File: src/sv/simcc_kpd_pkg.sv
// ----------------------------------------------------------------------------
// simcc_kpd_pkg
// Shared types and constants for the SimCC keypoint decode unit.
// ----------------------------------------------------------------------------
package simcc_kpd_pkg;

	localparam int KP_COUNT_DEF = 21;
	localparam int ROW_LEN_DEF  = 256;

	localparam int PROB_W    = 16;
	localparam int COEF_W    = 32;
	localparam int RATIO_W   = 16;
	localparam int KP_IDX_W  = 5;
	localparam int COORD_W   = 16;
	localparam int POS_MAX_W = 10;
	localparam int SCALED_W  = POS_MAX_W + RATIO_W;
	localparam int ACC_W     = 64;
	localparam int CFG_IDX_W = 3;
	localparam int CFG_DATA_W = 32;
	localparam int FRAC_SH   = 14;

	typedef enum logic [CFG_IDX_W-1:0] {
		REG_INV_SPLIT_RATIO = 3'd0,
		REG_COEF_X_FROM_X   = 3'd1,
		REG_COEF_X_FROM_Y   = 3'd2,
		REG_OFFSET_X        = 3'd3,
		REG_COEF_Y_FROM_X   = 3'd4,
		REG_COEF_Y_FROM_Y   = 3'd5,
		REG_OFFSET_Y        = 3'd6
	} reg_idx_t;

	typedef struct packed {
		logic        [RATIO_W-1:0] inv_split_ratio;
		logic signed [COEF_W-1:0]  coef_x_from_x;
		logic signed [COEF_W-1:0]  coef_x_from_y;
		logic signed [COEF_W-1:0]  offset_x;
		logic signed [COEF_W-1:0]  coef_y_from_x;
		logic signed [COEF_W-1:0]  coef_y_from_y;
		logic signed [COEF_W-1:0]  offset_y;
	} cfg_t;

	typedef struct packed {
		logic [KP_IDX_W-1:0]  kp_idx;
		logic [POS_MAX_W-1:0] pos_x;
		logic [POS_MAX_W-1:0] pos_y;
		logic [PROB_W-1:0]    score;
	} job_t;

	typedef enum logic [2:0] {
		BK_IDLE,
		BK_SCALE,
		BK_MUL,
		BK_DRAIN,
		BK_ROUND
	} back_state_t;

endpackage

File: src/sv/simcc_kpd_queue.sv
// ----------------------------------------------------------------------------
// simcc_kpd_queue
// Two-entry job queue between the argmax front and the coordinate back.
// ----------------------------------------------------------------------------
module simcc_kpd_queue
	import simcc_kpd_pkg::*;
(
	input  logic clk,
	input  logic arst_n,
	input  logic push,
	input  job_t push_job,
	output logic full,
	input  logic pop,
	output logic q_valid,
	output job_t q_job
);

	job_t       mem_q [2];
	logic       wr_ptr_q, rd_ptr_q;
	logic [1:0] cnt_q;

	assign full    = (cnt_q == 2'd2);
	assign q_valid = (cnt_q != 2'd0);
	assign q_job   = mem_q[rd_ptr_q];

	always_ff @(posedge clk) begin
		if (push) begin
			mem_q[wr_ptr_q] <= push_job;
		end
	end

	always_ff @(posedge clk or negedge arst_n) begin
		if (!arst_n) begin
			wr_ptr_q <= 1'b0;
			rd_ptr_q <= 1'b0;
			cnt_q    <= '0;
		end else begin
			if (push) begin
				wr_ptr_q <= ~wr_ptr_q;
			end
			if (pop) begin
				rd_ptr_q <= ~rd_ptr_q;
			end
			if (push && !pop) begin
				cnt_q <= cnt_q + 1'b1;
			end else if (pop && !push) begin
				cnt_q <= cnt_q - 1'b1;
			end
		end
	end

endmodule

File: config.mk
export PLATFORM = sky130hd
export DESIGN_NAME = simcc_kpd_queue
export DESIGN_NICKNAME = d
export VERILOG_FILES = /design/src/sv/simcc_kpd_pkg.sv /design/src/sv/simcc_kpd_queue.sv
export SDC_FILE = /design/constraint.sdc
export NUM_CORES = 1
export LEC_CHECK = 0
export BUFFER_PORTS_ARGS = -buffer_cell sky130_fd_sc_hd__buf_2
export CORE_ASPECT_RATIO = 1.4
export CORE_MARGIN = 2
export CORE_UTILIZATION = 23
export DETAILED_ROUTE_END_ITERATION = 12
export GPL_ROUTABILITY_DRIVEN = 1
export PLACE_DENSITY_LB_ADDON = 0.08
export SYNTH_ARGS = -nofsm -noshare
export SYNTH_HDL_FRONTEND = slang
export SYNTH_SLANG_ARGS = --single-unit
File: constraint.sdc
create_clock -name clk -period 3.3 [get_ports clk]
set_input_delay 0.495 -clock clk [delete_from_list [all_inputs] [get_ports clk]]
set_output_delay 0.495 -clock clk [all_outputs]
set_load 0.02 [all_outputs]
# Yosys cells after proc, flatten, opt, wreduce, memory -nomap -nowiden
# Memory sizes are Yosys's and may differ from the RTL's.
# Cells that the tools add are included.
[word_totals]
regBits = 4
ramBits = 82
elab_cells = 19
mem_count = 1
[op_classes]
addsub = 2
n_eq_ne = 1
mux = 4
n_bitwise = 2
n_reduce_logical = 6
[memory_table]
columns = ["name", "depth", "word_bits", "rd", "rd_clocked_by_memory_dff", "write_ports", "line_no", "text"]
rows = [
  ["mem_q", 2, 41, 1, 0, 1, "simcc_kpd_queue.sv:18", "job_t mem_q [2];"],
]
[op_table]
columns = ["operator", "count"]
rows = [
  ["$mux W2", 2],
  ["$reduce_bool A2 Y1", 2],
  ["$add A2 B1 Y2 const B", 1],
  ["$eq A2 B2 Y1 const B", 1],
  ["$logic_and A1 B1 Y1", 2],
  ["$logic_not A1 Y1", 2],
  ["$mux W1", 2],
  ["$not A1 Y1", 2],
  ["$sub A2 B1 Y2 const B", 1],
]

# Longest topological paths before layout
[depth]
word_depth = 4
ltp_mapped = 5
mapped_depth_nobuf = 5

# Worst setup path after synthesis
# No wires, ideal clock.
[synth_path]
kind = "input -> register"
start = "input push"
end = "memory mem_q[0][0] (netlist bit), enable pin"
setup_time_ps = 444
arrival_time_ps = 2327
t_required_ps = 2856
path_slack_ps = 529
path_stages = 1
cell_sequence = "nor2b_1"
[synth_via]
elab_chain_len = 2
[synth_rtl]
columns = ["item", "line_no", "text"]
rows = [
  ["start: declaration", "simcc_kpd_queue.sv:10", "input logic push,"],
  ["$mux W1", "simcc_kpd_queue.sv:27", "if (push) begin"],
  ["$mux W1 (not written as such)", "simcc_kpd_queue.sv:28", "mem_q[wr_ptr_q] <= push_job;"],
  ["end: declaration", "simcc_kpd_queue.sv:18", ""],
]
# No other way between the ends.

==> impl_metrics.json <==
{
  "viasPerCell": 3.71,
  "port_buffers": 87,
  "cp-start-kind": "register",
  "die_w_um": 106,
  "drv_cap": 0,
  "ys_top_cells_by_count": "82 x edfxtp_1, 39 x mux2_4, 4 x buf_12, 4 x dfrtp_1, 4 x xor2_1",
  "setup_ws_ns": 0.898,
  "period_needed_ns": 2.40,
  "hold_start": "pop",
  "cts_max_level": 3,
  "slew_violations": 0,
  "yosysSeqAreaShare_pct": 76.5,
  "endpoint_kind": "output pin",
  "antenna_found_initial": 2,
  "cts_sinks": 86,
  "route.detailed.drc": 0,
  "relSlewSlack_pct": 55.4,
  "r2r_slack_ns": 1.71,
  "clock_skew_ns": 0.00563,
  "dieArea_um2": 15600,
  "core_area_um2": 14400,
  "grt_max_degree": 27,
  "netlist.area_leader.share_pct": 73.5,
  "synth_edf_count": 82,
  "path_class": "reg2out",
  "layout.nets": 287,
  "clock_path_buffers": 2,
  "syn_area_um2": 3350,
  "finalCritPeriodShare_pct": 72.8,
  "leakage_nw": 1.74,
  "post_cts_resized": 0,
  "routed_wl_um": 6500,
  "r2r_cells": 2,
  "grt_usage_pct": 8.89,
  "place_ws_ns": 1.21,
  "synth_ff_type": "edfxtp_1",
  "clkTransAtPathRegs_ns": 0.06,
  "rsz0062_at_grt": "no",
  "routabilityCongestion": 0.624,
  "first_iter_violations": 39,
  "tightest_slew_ns": 0.667,
  "post-synth-top-count-cell": "edfxtp_1",
  "postSynthNetCount": 190,
  "cts_buffers": 9,
  "ant_nets": 0,
  "final-hold-violation-count": 0,
  "critPathMaxFanout": 26,
  "clk-insertion-delay-late_ns": 0.33,
  "syn_avg_cell_area_um2": 23.3,
  "drive_gt1_share_pct": 61.4,
  "io_pins": 88,
  "cts_tree": "done",
  "cts_root_buf": "clkbuf_16",
  "outcome": "finished clean",
  "die_height_um": 147,
  "synth.area.top_cells": "edfxtp_1 73%, mux2_4 17%, dfrtp_1 3.0%, buf_12 2.4%, xor2_1 1.0%",
  "first_pass_iters": 3,
  "rows": 52,
  "tns_ns": 0,
  "grt_pass1_vias": 1777,
  "cp.arrival_ns": 1.91,
  "synth.ff_latch_count": 86,
  "area_growth_pct": 30.2,
  "worstHoldPathCells": 2,
  "postCtsSetupRepairBufs": 0,
  "initial_core_util_pct": 23.3,
  "pwr_density_cell_nw_per_um2": 921,
  "syn_inst": 144,
  "place_hpwl_um": 4170,
  "wire_per_inst_um": 14.9,
  "cp_data_required_time_ns": 2.80,
  "fmax_mhz": 416,
  "postSynth.asyncResetShare_pct": 4.65,
  "hp-class": "in2reg",
  "grt_pass1_wl_um": 9830,
  "synth.distinct_cells": 14,
  "holdPathEnd": "rd_ptr_q$_DFFE_PN0P_",
  "ir_drop_uv": 289,
  "r2r_end": "mem_q[1][37]$_DFFE_PP_",
  "layout.filler_cells": 1426,
  "globalRouteOverflowTotal": 0,
  "rr_startpoint": "wr_ptr_q$_DFFE_PN0P_",
  "vias": 1623,
  "setup-violations-final": 0,
  "yosys_warnings": 0,
  "yosysTopAreaCell": "edfxtp_1"
}
-- kinds of logic after synthesis --
family | after synthesis | share of synthesized area (%)
multiplexers | 41 | 18.1
adder cells (fa/ha/maj) | 1 | 0.373
flip-flops | 86 | 76.5
XOR/XNOR | 5 | 1.31
AND/OR/NAND/NOR | 5 | 0.859
buffers and inverters | 6 | 2.84
-- worst max-delay path: stages, from the launching register on --
cell	delay, ns
dfrtp_2	0.73
buf_12	0.31
mux2_4	0.33
buf_2	0.16
-- layout make-up --
class	instances	area [um2]	share of cell area, %
Antenna cell	2	5.00	0.115
Clock buffer	10	239	5.48
Clock inverter	6	109	2.49
Inverter	1	3.75	0.0860
Multi-Input combinational cell	52	702	16.1
Sequential cell	86	2560	58.7
Tap cell	189	236	5.42
Timing Repair Buffer	91	505	11.6
-- timing repair --
item / 4_1_cts / 5_1_grt
endpoints found under the hold margin: 4 / 0
endpoints found under the setup margin: 0 / 0
hold buffers: 1 / 0
-- stage by stage --
stage                     power (mW)  util [%]  area, um2  instances  hold WS (ns)
final                           4.02      30.4       4360        437         0.341
after global routing            4.22      30.3       4360        435         0.328
after CTS                       4.11      30.3       4360        435         0.327
after detailed placement        2.92      27.8       4000        418         0.309
after global placement          2.91      27.8       4000        418         0.313
after floorplan                 2.59         -       3350        144         0.199
-- how the worst max path moves through the flow --
| stage | start | end | depth (start not counted) |
|---|---|---|---|
| 6_report | rd_ptr_q$_DFFE_PN0P_ | q_job[27] | 3 |
| 5_1_grt | rd_ptr_q$_DFFE_PN0P_ | q_job[26] | 3 |
| 4_1_cts | rd_ptr_q$_DFFE_PN0P_ | q_job[27] | 3 |
| 3_5_place_dp | rd_ptr_q$_DFFE_PN0P_ | q_job[25] | 3 |
| 3_3_place_gp | rd_ptr_q$_DFFE_PN0P_ | q_job[25] | 3 |
| 2_1_floorplan | push | mem_q[0][0]$_DFFE_PP_ | 1 |
-- where the power goes --
group	internal (mW)	switching, mW	total [mW]
registers	1.45	0.123	1.58
logic	0.597	0.684	1.28
clock network	0.759	0.405	1.16
total	2.81	1.21	4.02
-- per-layer routing --
metal  vias to the layer above  share of wire, %  track usage [%]
met5                         -                 0                0
met4                         0               1.7             4.14
met3                         7               8.0             4.44
met2                        54                52             15.2
met1                       807                38             9.00
li1                        755                 -                -
-- state kept, by name, indices dropped and copies added, names as in the netlist --
| name | count |
|---|---|
| cnt_q | 2 |
| mem_q | 82 |
| rd_ptr_q | 1 |
| wr_ptr_q | 1 |
-- cells in the final DEF, fill, tap and decap left out, drive strengths merged --
cell type | Yosys | routed
dlygate4sd3 | 0 | 1
nor2 | 1 | 1
diode | 0 | 2
edfxtp | 82 | 82
clkinv | 0 | 3
or2 | 1 | 1
mux2 | 41 | 41
bufinv | 0 | 3
nor2b | 2 | 2
xnor2 | 1 | 1
inv | 1 | 1
clkbuf | 0 | 10
dfrtp | 4 | 4
xor2 | 4 | 4
and2 | 1 | 1
buf | 5 | 90
ha | 1 | 1
(Power assumes the default switching activity.)
